$ cat config.mk
export PLATFORM = sky130hd
export DESIGN_NAME = tty_canonical_input_cooker
export DESIGN_NICKNAME = d
export VERILOG_FILES = /design/src/rtl/core/ttycook_pkg.sv /design/src/rtl/core/tty_canonical_input_cooker.sv
export SDC_FILE = /design/constraint.sdc
export NUM_CORES = 2
export LEC_CHECK = 0
export BUFFER_PORTS_ARGS = -buffer_cell sky130_fd_sc_hd__buf_2
export CAP_MARGIN = 30
export CORE_MARGIN = 8
export CORE_UTILIZATION = 45
export DETAILED_ROUTE_END_ITERATION = 7
export GPL_ROUTABILITY_DRIVEN = 0
export PLACE_DENSITY = 0.66
export RECOVER_POWER = 50
export SLEW_MARGIN = 20
export SYNTH_ARGS = -nofsm -noshare
export SYNTH_HDL_FRONTEND = slang
export SYNTH_SLANG_ARGS = --single-unit
$ cat constraint.sdc
create_clock -name clk -period 21.2 [get_ports clk]
set_clock_uncertainty 0.2 [all_clocks]
set_input_delay 1.06 -clock clk [delete_from_list [all_inputs] [get_ports clk]]
set_output_delay 1.06 -clock clk [all_outputs]
set_load 0.05 [all_outputs]
$ cat src/rtl/core/ttycook_pkg.sv
// Package for the canonical terminal input cooker.
// Holds the line store sizing, the fixed port widths, register indexes and byte codes.
// Depends on nothing.
package ttycook_pkg;

  // Depth of the circular line store, in bytes (1 to 511, for the 9-bit stored_count).
  localparam int LINE_DEPTH = 256;
  localparam int ADDR_W     = (LINE_DEPTH > 1) ? $clog2(LINE_DEPTH) : 1;
  localparam int CNT_W      = $clog2(LINE_DEPTH + 1);
  localparam int SUM_W      = CNT_W + 1;

  // Fixed field widths of the ports.
  localparam int CFG_IDX_W    = 4;
  localparam int CFG_DATA_W   = 16;
  localparam int STORED_W     = 9;
  localparam int ERASE_W      = 10;
  localparam int MODE_W       = 7;

  // Configuration register indexes.
  localparam logic [CFG_IDX_W-1:0] REG_MODE_FLAGS  = 4'd0;
  localparam logic [CFG_IDX_W-1:0] REG_INTR_CHAR   = 4'd1;
  localparam logic [CFG_IDX_W-1:0] REG_QUIT_CHAR   = 4'd2;
  localparam logic [CFG_IDX_W-1:0] REG_ERASE_CHAR  = 4'd3;
  localparam logic [CFG_IDX_W-1:0] REG_KILL_CHAR   = 4'd4;
  localparam logic [CFG_IDX_W-1:0] REG_WERASE_CHAR = 4'd5;
  localparam logic [CFG_IDX_W-1:0] REG_LNEXT_CHAR  = 4'd6;
  localparam logic [CFG_IDX_W-1:0] REG_LINE_END    = 4'd7;

  // Register reset values.
  localparam logic [MODE_W-1:0]     RST_MODE_FLAGS  = 7'd57;
  localparam logic [7:0]            RST_INTR_CHAR   = 8'd3;
  localparam logic [7:0]            RST_QUIT_CHAR   = 8'd28;
  localparam logic [7:0]            RST_ERASE_CHAR  = 8'd127;
  localparam logic [7:0]            RST_KILL_CHAR   = 8'd21;
  localparam logic [7:0]            RST_WERASE_CHAR = 8'd23;
  localparam logic [7:0]            RST_LNEXT_CHAR  = 8'd22;
  localparam logic [CFG_DATA_W-1:0] RST_LINE_END    = 16'd4;

  // Mode flag bit positions.
  localparam int MF_CR_TO_NL = 0;
  localparam int MF_NL_TO_CR = 1;
  localparam int MF_LOWER    = 2;
  localparam int MF_CANON    = 3;
  localparam int MF_SIGNALS  = 4;
  localparam int MF_ECHO     = 5;
  localparam int MF_ECHOCTL  = 6;

  // Operation codes.
  localparam logic [1:0] OP_RECEIVE = 2'd0;
  localparam logic [1:0] OP_TAKE    = 2'd1;
  localparam logic [1:0] OP_FLUSH   = 2'd2;

  // Signal codes.
  localparam logic [1:0] SIG_NONE = 2'd0;
  localparam logic [1:0] SIG_INTR = 2'd1;
  localparam logic [1:0] SIG_QUIT = 2'd2;

  // Byte codes.
  localparam logic [7:0] CH_DEL   = 8'd127;
  localparam logic [7:0] CH_CARET = 8'h5E;
  localparam logic [7:0] CH_TAB   = 8'h09;
  localparam logic [7:0] CH_SPACE = 8'h20;
  localparam logic [7:0] CH_CR    = 8'h0D;
  localparam logic [7:0] CH_NL    = 8'h0A;
  localparam logic [7:0] CH_UPPER_A = 8'h41;
  localparam logic [7:0] CH_UPPER_Z = 8'h5A;
  localparam logic [7:0] CASE_OFFSET = 8'h20;
  localparam logic [7:0] CTL_FLIP    = 8'h40;

endpackage

$ cat src/rtl/core/tty_canonical_input_cooker.sv
// Canonical terminal input cooker: line editing, signals, mapping and echo.
// Keeps the line bytes in one synchronous memory; uses ttycook_pkg.
//
// Channel   | Handshake                   | Word
// ----------+-----------------------------+------------------------------------
// command   | start & !busy               | operation, raw_byte
// result    | done (one cycle, no stall)  | accepted ... stored_count
// config    | cfg_valid & cfg_ready       | cfg_index, cfg_data
//
// A received byte that is stored, a signal or literal-next byte, a refused byte,
// a flush, an unknown operation and a take from an empty store finish at once: the
// result word appears in the cycle after the command and busy never rises. A take
// from a non-empty store reads the memory at the head in S_FETCH, then gives the
// result in S_TAKE. Erase, kill and word-erase repeat S_FETCH (memory read at the
// tail) and S_CHECK (compare) for each byte examined, erase for one byte at most;
// a walk ends in S_FETCH when it finds the store empty. Reset loads the register
// reset values and clears the head, the count and the literal-next flag; the line
// store and the result word registers keep their contents. The receiver cannot
// stall, so done is a plain one-cycle strobe; cfg_ready is always high.
module tty_canonical_input_cooker
  import ttycook_pkg::*;
(
  input  logic                  clk,
  input  logic                  rst,
  input  logic                  start,
  output logic                  busy,
  input  logic [1:0]            operation,
  input  logic [7:0]            raw_byte,
  input  logic                  cfg_valid,
  output logic                  cfg_ready,
  input  logic [CFG_IDX_W-1:0]  cfg_index,
  input  logic [CFG_DATA_W-1:0] cfg_data,
  output logic                  done,
  output logic                  accepted,
  output logic [1:0]            signal_raised,
  output logic [1:0]            echo_length,
  output logic [7:0]            echo_first,
  output logic [7:0]            echo_second,
  output logic [ERASE_W-1:0]    erase_count,
  output logic                  wake_reader,
  output logic [7:0]            read_byte,
  output logic                  read_valid,
  output logic [STORED_W-1:0]   stored_count
);

  // One-hot sequencer states.
  typedef enum logic [3:0] {
    S_IDLE  = 4'b0001,
    S_FETCH = 4'b0010,
    S_CHECK = 4'b0100,
    S_TAKE  = 4'b1000
  } state_t;

  // What the memory walk is doing.
  typedef enum logic [1:0] {
    K_ERASE  = 2'd0,
    K_WERASE = 2'd1,
    K_KILL   = 2'd2,
    K_READ   = 2'd3
  } kind_t;

  state_t state;
  kind_t  kind;

  // Configuration registers.
  logic [MODE_W-1:0]     mode_flags;
  logic [7:0]            intr_char;
  logic [7:0]            quit_char;
  logic [7:0]            erase_char;
  logic [7:0]            kill_char;
  logic [7:0]            werase_char;
  logic [7:0]            lnext_char;
  logic [CFG_DATA_W-1:0] line_end_chars;

  // Line store and its pointers.
  logic [7:0]        line_store [LINE_DEPTH];
  logic [7:0]        rdata;
  logic [ADDR_W-1:0] raddr;
  logic [ADDR_W-1:0] head;
  logic [CNT_W-1:0]  count;
  logic              literal_pending;
  logic              word_phase;   // Word-erase: 0 while skipping blanks, 1 inside the word.
  logic [ERASE_W-1:0] erased;

  function automatic logic is_ctrl(input logic [7:0] c);
    return (c < CH_SPACE) || (c == CH_DEL);
  endfunction

  function automatic logic ends_line(input logic [7:0] c, input logic [15:0] le);
    return (c == CH_NL) || (c == le[7:0]) || ((le[15:8] != 8'd0) && (c == le[15:8]));
  endfunction

  function automatic logic is_blank(input logic [7:0] c);
    return (c == CH_SPACE) || (c == CH_TAB);
  endfunction

  // Circular addresses of the tail byte and of the next free slot. Both sums stay
  // below twice the depth, the tail sum if count > 0, so one compare-subtract wraps them.
  logic [SUM_W-1:0]  tail_sum;
  logic [SUM_W-1:0]  free_sum;
  logic [ADDR_W-1:0] tail_addr;
  logic [ADDR_W-1:0] free_addr;
  logic [ADDR_W-1:0] head_inc;

  always_comb begin
    tail_sum = SUM_W'(head) + SUM_W'(count) - SUM_W'(1);
    free_sum = SUM_W'(head) + SUM_W'(count);
    if (tail_sum >= SUM_W'(LINE_DEPTH)) begin
      tail_addr = ADDR_W'(tail_sum - SUM_W'(LINE_DEPTH));
    end else begin
      tail_addr = ADDR_W'(tail_sum);
    end
    if (free_sum >= SUM_W'(LINE_DEPTH)) begin
      free_addr = ADDR_W'(free_sum - SUM_W'(LINE_DEPTH));
    end else begin
      free_addr = ADDR_W'(free_sum);
    end
    if (SUM_W'(head) + SUM_W'(1) == SUM_W'(LINE_DEPTH)) begin
      head_inc = '0;
    end else begin
      head_inc = ADDR_W'(SUM_W'(head) + SUM_W'(1));
    end
  end

  // Cooking of a byte that is going to be stored: CR/NL mapping, lowercase, echo.
  logic [7:0] cooked;
  logic [1:0] cook_elen;
  logic [7:0] cook_e1;
  logic [7:0] cook_e2;
  logic       cook_wake;

  always_comb begin
    cooked = raw_byte;
    if (raw_byte == CH_CR) begin
      if (mode_flags[MF_CR_TO_NL]) begin
        cooked = CH_NL;
      end
    end else if (raw_byte == CH_NL) begin
      if (mode_flags[MF_NL_TO_CR]) begin
        cooked = CH_CR;
      end
    end
    if (mode_flags[MF_LOWER] && (cooked >= CH_UPPER_A) && (cooked <= CH_UPPER_Z)) begin
      cooked = cooked + CASE_OFFSET;
    end
    cook_elen = 2'd0;
    cook_e1   = 8'd0;
    cook_e2   = 8'd0;
    if (mode_flags[MF_ECHO]) begin
      if (cooked == CH_NL) begin
        cook_elen = 2'd2;
        cook_e1   = CH_NL;
        cook_e2   = CH_CR;
      end else if (mode_flags[MF_ECHOCTL] && is_ctrl(cooked)) begin
        cook_elen = 2'd2;
        cook_e1   = CH_CARET;
        cook_e2   = cooked ^ CTL_FLIP;
      end else begin
        cook_elen = 2'd1;
        cook_e1   = cooked;
      end
    end
    cook_wake = mode_flags[MF_CANON] ? ends_line(cooked, line_end_chars) : 1'b1;
  end

  // Classification of a received byte, in priority order.
  logic store_full;
  logic hit_lnext;
  logic hit_intr;
  logic hit_quit;
  logic hit_erase;
  logic hit_werase;
  logic hit_kill;

  always_comb begin
    store_full = (count == CNT_W'(LINE_DEPTH));
    hit_lnext  = !literal_pending && (raw_byte == lnext_char);
    hit_intr   = !literal_pending && mode_flags[MF_SIGNALS] && (raw_byte == intr_char);
    hit_quit   = !literal_pending && mode_flags[MF_SIGNALS] && (raw_byte == quit_char);
    hit_erase  = !literal_pending && mode_flags[MF_CANON] && (raw_byte == erase_char);
    hit_werase = !literal_pending && mode_flags[MF_CANON] && (raw_byte == werase_char);
    hit_kill   = !literal_pending && mode_flags[MF_CANON] && (raw_byte == kill_char);
  end

  // Decision on the tail byte that the walk has just read.
  logic              drop;
  logic              walk_more;
  logic              next_phase;
  logic [ERASE_W:0]  erased_sum;
  logic [ERASE_W-1:0] erased_next;
  logic [CNT_W-1:0]  count_after;

  always_comb begin
    drop       = 1'b0;
    walk_more  = 1'b0;
    next_phase = word_phase;
    case (kind)
      K_ERASE: begin
        drop = !ends_line(rdata, line_end_chars);
      end
      K_KILL: begin
        drop      = !ends_line(rdata, line_end_chars);
        walk_more = drop;
      end
      K_WERASE: begin
        if (!word_phase && is_blank(rdata)) begin
          drop      = 1'b1;
          walk_more = 1'b1;
        end else begin
          // First non-blank byte switches to the word on this same byte.
          next_phase = 1'b1;
          drop       = !ends_line(rdata, line_end_chars) && !is_blank(rdata);
          walk_more  = drop;
        end
      end
      default: begin
        drop = 1'b0;
      end
    endcase
    erased_sum = {1'b0, erased} + (is_ctrl(rdata) ? (ERASE_W+1)'(2) : (ERASE_W+1)'(1));
    if (!mode_flags[MF_ECHO]) begin
      erased_next = erased;
    end else if (erased_sum > (ERASE_W+1)'({ERASE_W{1'b1}})) begin
      erased_next = {ERASE_W{1'b1}};
    end else begin
      erased_next = ERASE_W'(erased_sum);
    end
    count_after = drop ? (count - CNT_W'(1)) : count;
  end

  // The memory reads the head for a reader take and the tail for editing.
  assign raddr = (kind == K_READ) ? head : tail_addr;

  logic accept_cmd;
  logic store_we;

  assign accept_cmd = start && (state == S_IDLE);
  assign store_we   = accept_cmd && (operation == OP_RECEIVE) && !store_full &&
                      !hit_lnext && !hit_intr && !hit_quit &&
                      !hit_erase && !hit_werase && !hit_kill;

  always_ff @(posedge clk) begin
    if (store_we) begin
      line_store[free_addr] <= cooked;
    end
    rdata <= line_store[raddr];
  end

  assign busy      = (state != S_IDLE);
  assign cfg_ready = 1'b1;

  // Configuration registers.
  always_ff @(posedge clk) begin
    if (rst) begin
      mode_flags     <= RST_MODE_FLAGS;
      intr_char      <= RST_INTR_CHAR;
      quit_char      <= RST_QUIT_CHAR;
      erase_char     <= RST_ERASE_CHAR;
      kill_char      <= RST_KILL_CHAR;
      werase_char    <= RST_WERASE_CHAR;
      lnext_char     <= RST_LNEXT_CHAR;
      line_end_chars <= RST_LINE_END;
    end else if (cfg_valid && cfg_ready) begin
      case (cfg_index)
        REG_MODE_FLAGS:  mode_flags     <= cfg_data[MODE_W-1:0];
        REG_INTR_CHAR:   intr_char      <= cfg_data[7:0];
        REG_QUIT_CHAR:   quit_char      <= cfg_data[7:0];
        REG_ERASE_CHAR:  erase_char     <= cfg_data[7:0];
        REG_KILL_CHAR:   kill_char      <= cfg_data[7:0];
        REG_WERASE_CHAR: werase_char    <= cfg_data[7:0];
        REG_LNEXT_CHAR:  lnext_char     <= cfg_data[7:0];
        REG_LINE_END:    line_end_chars <= cfg_data;
        default: begin
        end
      endcase
    end
  end

  // Control state: sequencer, pointers and the literal-next flag.
  always_ff @(posedge clk) begin
    if (rst) begin
      state           <= S_IDLE;
      kind            <= K_ERASE;
      head            <= '0;
      count           <= '0;
      literal_pending <= 1'b0;
      word_phase      <= 1'b0;
      erased          <= '0;
      done            <= 1'b0;
    end else begin
      done <= 1'b0;
      case (state)
        S_IDLE: begin
          if (accept_cmd) begin
            erased     <= '0;
            word_phase <= 1'b0;
            case (operation)
              OP_RECEIVE: begin
                if (store_full) begin
                  done <= 1'b1;
                end else if (hit_lnext) begin
                  literal_pending <= 1'b1;
                  done            <= 1'b1;
                end else if (hit_intr || hit_quit) begin
                  done <= 1'b1;
                end else if (hit_erase) begin
                  kind  <= K_ERASE;
                  state <= S_FETCH;
                end else if (hit_werase) begin
                  kind  <= K_WERASE;
                  state <= S_FETCH;
                end else if (hit_kill) begin
                  kind  <= K_KILL;
                  state <= S_FETCH;
                end else begin
                  count           <= count + CNT_W'(1);
                  literal_pending <= 1'b0;
                  done            <= 1'b1;
                end
              end
              OP_TAKE: begin
                if (count != '0) begin
                  kind  <= K_READ;
                  state <= S_FETCH;
                end else begin
                  done <= 1'b1;
                end
              end
              OP_FLUSH: begin
                head  <= '0;
                count <= '0;
                done  <= 1'b1;
              end
              default: begin
                done <= 1'b1;
              end
            endcase
          end
        end
        S_FETCH: begin
          // The read address is presented this cycle; an empty store ends the walk.
          if ((count == '0) && (kind != K_READ)) begin
            done  <= 1'b1;
            state <= S_IDLE;
          end else if (kind == K_READ) begin
            state <= S_TAKE;
          end else begin
            state <= S_CHECK;
          end
        end
        S_CHECK: begin
          word_phase <= next_phase;
          count      <= count_after;
          if (drop) begin
            erased <= erased_next;
          end
          if (walk_more) begin
            state <= S_FETCH;
          end else begin
            done  <= 1'b1;
            state <= S_IDLE;
          end
        end
        S_TAKE: begin
          head  <= head_inc;
          count <= count - CNT_W'(1);
          done  <= 1'b1;
          state <= S_IDLE;
        end
        default: begin
          state <= S_IDLE;
        end
      endcase
    end
  end

  // Result word registers; they are read only while done is high.
  always_ff @(posedge clk) begin
    case (state)
      S_IDLE: begin
        if (accept_cmd) begin
          accepted      <= 1'b0;
          signal_raised <= SIG_NONE;
          echo_length   <= 2'd0;
          echo_first    <= 8'd0;
          echo_second   <= 8'd0;
          erase_count   <= '0;
          wake_reader   <= 1'b0;
          read_byte     <= 8'd0;
          read_valid    <= 1'b0;
          stored_count  <= STORED_W'(count);
          case (operation)
            OP_RECEIVE: begin
              if (!store_full) begin
                accepted <= 1'b1;
                if (hit_lnext) begin
                  signal_raised <= SIG_NONE;
                end else if (hit_intr) begin
                  signal_raised <= SIG_INTR;
                end else if (hit_quit) begin
                  signal_raised <= SIG_QUIT;
                end else if (!hit_erase && !hit_werase && !hit_kill) begin
                  echo_length  <= cook_elen;
                  echo_first   <= cook_e1;
                  echo_second  <= cook_e2;
                  wake_reader  <= cook_wake;
                  stored_count <= STORED_W'(count + CNT_W'(1));
                end
              end
            end
            OP_FLUSH: begin
              wake_reader  <= 1'b1;
              stored_count <= '0;
            end
            default: begin
            end
          endcase
        end
      end
      S_FETCH: begin
        erase_count  <= erased;
        stored_count <= STORED_W'(count);
      end
      S_CHECK: begin
        erase_count  <= drop ? erased_next : erased;
        stored_count <= STORED_W'(count_after);
      end
      S_TAKE: begin
        read_byte    <= rdata;
        read_valid   <= 1'b1;
        stored_count <= STORED_W'(count - CNT_W'(1));
      end
      default: begin
      end
    endcase
  end

endmodule

== After elaboration in Yosys (flattened, before gate mapping) ==
Memory sizes are Yosys's and may differ from the RTL's. A register that Yosys moved wholly into a read port is not among the register bits.
Cells that the tools add are included.
Word-level totals
  register bits: 157
  latch bits: 0
  bits in writable memories: 2048
  ROM bits: 0
  bits of input ports: 34
  output and inout bits: 53
  word-level logic and storage cells: 302
  memories: 1
Operators by class
  add/sub/neg operators: 9
  multipliers: 0
  div/mod/pow operators: 0
  $lt $le $gt $ge: 7
  equality and inequality tests: 61
  shift operators: 0
  multiplexer cells: 103
  bitwise gates (word level): 6
  reductions and logical operators: 84
Memories
  line_store: words 256, bits a word 8, rd ports 1, clocked after memory_dff 1, wr ports 1, RTL line tty_canonical_input_cooker.sv:76  | logic [7:0] line_store [LINE_DEPTH];
Operators by type and width (count)
  9-bit two-way mux: 14
  8-bit two-way mux: 12
  8-bit == test: 10
  4-bit two-way mux: 13
  8-bit by 4-bit == test with 1-bit output, second input constant: 5
  10-bit two-way mux: 4
  9-bit one-hot mux with 2 select lines: 2
  9-bit one-hot mux with 4 select lines: 1
  8-bit one-hot mux with 2 select lines: 2
  10-bit one-hot mux with 3 select lines: 1
  1-bit two-way mux: 29
  1-bit logical AND: 27
  9-bit one-hot mux with 3 select lines: 1
  2-bit AND reduction: 13
  2-bit two-way mux: 12
  2-bit != test, second input constant: 11
  3-bit != test, second input constant: 7
  4-bit by 3-bit == test with 1-bit output, second input constant: 5
  10-bit by 9-bit >= comparator with 1-bit output, second input constant: 2
  10-bit one-hot mux with 2 select lines: 1
  9-bit OR reduction: 2
  8-bit by 7-bit == test with 1-bit output, second input constant: 2
  8-bit by 6-bit < comparator with 1-bit output, second input constant: 2
  8-bit AND reduction: 2
  other kinds (50): 90

== Longest topological paths before layout ==
  depth in word-level cells: 17
  depth in mapped cells: 19
  depth with buffers taken out: 17

== Worst setup path before layout ==
Ideal clock, no wire load.
  path type: input to register
  start: in raw_byte[6]
  end: reg echo_second[6], data pin
  library setup time: 0.391 ns
  arrival: 10.147 ns
  required time: 20.609 ns
  setup slack: 10.462 ns
  stages: 9
  path buffers: 1
  cell sequence: buf_2 -> or4_1 -> nor2_1 -> a31oi_1 -> o21ai_1 -> nand4_1 -> nand2b_1 -> or2_2 -> nor2_1
Between the ends
  word-level cells in the longest chain between the ends: 12
  elaborated cells on any way between the ends: 38
  those cells by class: add/sub (1); order compare (3); eq/ne (10); mux (5); bitwise (3); reduce/logical (16)
Ends and longest elaborated chain
  from (decl): RTL line tty_canonical_input_cooker.sv:28  | input logic [7:0] raw_byte,
  8-bit by 4-bit == test with 1-bit output or 8-bit two-way mux (tied branches): RTL line tty_canonical_input_cooker.sv:138, tty_canonical_input_cooker.sv:139
  8-bit two-way mux: RTL line tty_canonical_input_cooker.sv:138  | end else if (raw_byte == CH_NL) begin
  8-bit two-way mux *: RTL line tty_canonical_input_cooker.sv:134  | if (raw_byte == CH_CR) begin
  8-bit by 7-bit >= comparator with 1-bit output: RTL line tty_canonical_input_cooker.sv:143  | if (mode_flags[MF_LOWER] && (cooked >= CH_UPPER_A) && (cooked <= CH_UPPER_Z)) begin
  1-bit logical AND (2 in series): RTL line tty_canonical_input_cooker.sv:143
  8-bit two-way mux *: RTL line tty_canonical_input_cooker.sv:143
  via cooked[1]: RTL line tty_canonical_input_cooker.sv:126  | logic [7:0] cooked;
  8-bit by 6-bit < comparator with 1-bit output or 8-bit by 7-bit == test with 1-bit output (tied branches): RTL line tty_canonical_input_cooker.sv:86  | return (c < CH_SPACE) || (c == CH_DEL);
  1-bit logical OR: RTL line tty_canonical_input_cooker.sv:86
  1-bit logical AND: RTL line tty_canonical_input_cooker.sv:154  | end else if (mode_flags[MF_ECHOCTL] && is_ctrl(cooked)) begin
  1-bit inverter (no line)
  9-bit OR reduction (no line) *
  to (signal assigned): RTL line tty_canonical_input_cooker.sv:405  | echo_second <= cook_e2;
  to (decl): RTL line tty_canonical_input_cooker.sv:38  | output logic [7:0] echo_second,
The timed path passes the listed nets; every way through them passes the cells marked *.
A chain may end at the register's enable or synchronous reset.

== Worst setup path in the final report ==
  start: in raw_byte[3]
  end: mem line_store[174][0], data pin
Between the ends
  word-level cells in the longest chain between the ends: 7
  elaborated cells on any way between the ends: 12
  those cells by class: add/sub (1); order compare (2); eq/ne (2); mux (5); reduce/logical (2)
Ends and longest elaborated chain (RTL line)
  8-bit by 4-bit == test with 1-bit output or 8-bit two-way mux (tied branches): tty_canonical_input_cooker.sv:138, tty_canonical_input_cooker.sv:139
  8-bit two-way mux: tty_canonical_input_cooker.sv:138
  8-bit two-way mux *: tty_canonical_input_cooker.sv:134
  8-bit by 7-bit >= comparator with 1-bit output: tty_canonical_input_cooker.sv:143
  1-bit logical AND (2 in series): tty_canonical_input_cooker.sv:143
  8-bit two-way mux *: tty_canonical_input_cooker.sv:143
  via cooked[0]: tty_canonical_input_cooker.sv:126
  to (decl): tty_canonical_input_cooker.sv:76
Marked as above.

==> summary.txt <==
Drt total wl -> 215 mm
Post-CTS setup buffer count -> 0
FP Rows -> 163
Net Sw Frac -> 28.2%
Largest net degree at the start of global routing -> 186
Share of cells above drive strength 1 -> 19.9%
Ys Warns -> 0
Mapped Cells -> 4656
Hold Crit Depth -> 2
Maxcap violations -> 20
Fmax -> 76.3 MHz
Distinct cells, synth -> 85
Die span in y -> 461 um
Static leakage -> 0.0318 uW
Initial drt markers -> 4674
Register area share after synthesis -> 73.1%
Unrepaired setup endpoints after global routing -> false
CP startpoint kind -> input pin
Clk_lat worst skew -> 0.83 ns
Worst reg-to-reg path cell count -> 8
IO buf count -> 85
Avg WL per Cell -> 28.2 um
Die ar. -> 0.213 mm^2
Initial core utilization -> 45.3%
Sequential Power Share -> 45.2%
Core Area -> 0.197 mm^2
Commonest non-fill, non-tap cells in the layout -> edfxtp_1, mux4_2, nor2_1
CTS tree -> built
Final setup viols -> 0
Clock Sinks -> 2213
Initial antenna violation count -> 9
HPWL after DPL -> 128 mm
Clock share of power -> 34.4%
Global route overflow -> 0
Failing checks -> capacitance limit, slew limit
Met3 GRT Util -> 4.20%
Vias per cell -> 5.92
Grt peak-use layer -> met2
First-pass GRT wire length -> 312 mm
Critical Path End Type -> flop
Placement Setup Slack -> 14.31 ns
DR DRC count -> 0
Setup CP Type -> in2reg
Commonest non-fill, non-tap cell in the layout -> edfxtp_1
Worst EP arrival -> 13.05 ns
GR Util met2 -> 31.2%
Relative slew slack -> -279%
Fill cells -> 15700
Syn Nets -> 4716
Setup_tns -> 0 ns
Pwr/cell area -> 110 mW/mm^2
Int Pwr -> 7820 uW
Hold-fix buffers at CTS -> 0
Post-Place Cells -> 7181
Synth Register Bits -> 2213
Post-Layout Cell Count -> 7598
HP Class -> reg2reg
Status -> finished, violations left
Top-area cell type share of the netlist area -> 70.6%
First-pass DRT Iterations -> 5
Via count -> 45000
# IOs -> 87
Total CTS buffers -> 216
Total GRT Usage -> 19.7%
FFs w/ async S/R, synth -> 0%
Avg Inst Size Synth -> 19.2 um^2
Post-route ant nets -> 0
Final worst-path cycle share -> 61.8%
Worst-path clk slew -> 0.06 ns
Final Max Tran Viols -> 1571
Most area-hungry cell type in the Yosys netlist -> edfxtp_1
Final #Nets -> 4831
Total design power -> 10900 uW
Setup WS post-layout -> 8.10 ns
Met1 Usage GRT -> 28.1%
Die W -> 461 um
Endpoints failing hold -> 0
Cell area after layout -> 0.0995 mm^2
Top FF cell, synth -> edfxtp_1
Placed Area -> 0.0927 mm^2
Post-Syn Area -> 0.0893 mm^2
Post-CTS sizing -> 0
Vias in the first global route -> 44900
Minimum clock period -> 13.10 ns
Peak supply drop -> 91.8 uV
EDFF count, synth -> 2098
Deepest clock path buffer count -> 3
Worst-Margin Slew -> 5.68 ns
Logic pwr share -> 20.4%
CTS HTree Levels -> 4
CTS root buf -> clkbuf_16
Critical Path RT -> 21.15 ns
Area Overhead vs Synth -> 11.4%
Switching power total -> 3070 uW
CP max FO -> 103
Most area-consuming cells after synthesis -> edfxtp_1, mux4_2, mux2i_1
[synthesized netlist by cell type, types with 23 or more instances]
cell type	instances
nand2_1	123
buf_2	118
nor2_1	378
mux4_2	512
a21oi_1	102
a211oi_1	64
ha_1	24
dfxtp_1	115
nand3_1	40
o211ai_1	23
mux2i_1	337
buf_4	25
o21ai_0	31
edfxtp_1	2098
clkbuf_1	117
a211o_1	51
xor2_1	29
xnor2_1	56
inv_1	39
nor2b_1	65
[sequential cells by signal (all words and copies together) (netlist names), 8 cells and up]
signal,cells
rdata,8
stored_count,9
quit_char,8
erased,10
erase_char,8
erase_count,10
intr_char,8
line_store,2048
line_end_chars,16
lnext_char,8
count,9
echo_second,8
kill_char,8
echo_first,8
werase_char,8
read_byte,8
head,8
[stage by stage]
| stage | util, % | hold WS, ns |
|---|---|---|
| 2_1_floorplan | - | 0.248 |
| 3_3_place_gp | 46.8 | 0.264 |
| 3_5_place_dp | 47.0 | 0.272 |
| 4_1_cts | 50.5 | 0.233 |
| 5_1_grt | 50.4 | 0.262 |
| 6_report | 50.4 | 0.281 |
[layout make-up]
type | count | area (um^2) | share of cell area [%]
Inverter | 40 | 163 | 0.164
Clock inverter | 137 | 1260 | 1.27
Sequential cell | 2213 | 65300 | 65.6
Antenna cell | 3 | 7.51 | 0.00755
Timing Repair Buffer | 176 | 1210 | 1.21
Multi-Input combinational cell | 2124 | 22600 | 22.7
Clock buffer | 265 | 5630 | 5.66
Tap cell | 2640 | 3300 | 3.32
[kinds of logic after synthesis]
family,count (synthesis),synth area share [%]
AO/OA/AOI/OAI,376,3.03
XOR/XNOR,88,0.896
adder cells (fa/ha/maj),26,0.381
buffers and inverters,319,1.63
flip-flops,2213,73.1
multiplexers,870,17.0
other,2,0.00841
AND/OR/NAND/NOR,762,3.95
[worst paths after layout]
path	startpoint	endpoint	slack, ns
worst max-delay path	raw_byte[3]	line_store[174][0]	8.10
worst min-delay path	erased[0]	erased[0]	0.28
worst max register to register	mode_flags[2]	line_store[195][5]	13.14
worst min register to register	erased[0]	erased[0]	0.28
[worst max-delay path: stages]
cell        delay (ns)
clkbuf_1          3.91
inv_1             1.20
nor2_1            0.61
nand2_1           0.15
o21ai_0           0.17
a22oi_1           0.12
clkbuf_1          0.27
clkinvlp_2        1.91
clkbuf_1          1.16
clkbuf_1          2.36
[per-layer routing]
layer,up-vias,share of wire (%)
li1,19100,-
met1,23700,41
met2,1899,47
met3,346,8.9
met4,4,2.8
met5,-,0.010
[power by group through the flow]
| stage | Combinational (uW) | Clock, uW | Sequential (uW) |
|---|---|---|---|
| floorplan | 1400 | 0 | 5090 |
| global placement | 2220 | 0 | 5000 |
| detailed placement | 2240 | 0 | 5000 |
| CTS | 2250 | 3800 | 4900 |
| global route | 2340 | 3950 | 4920 |
| finish | 2230 | 3750 | 4920 |
No activity file was read; power rests on OpenSTA's default activity.
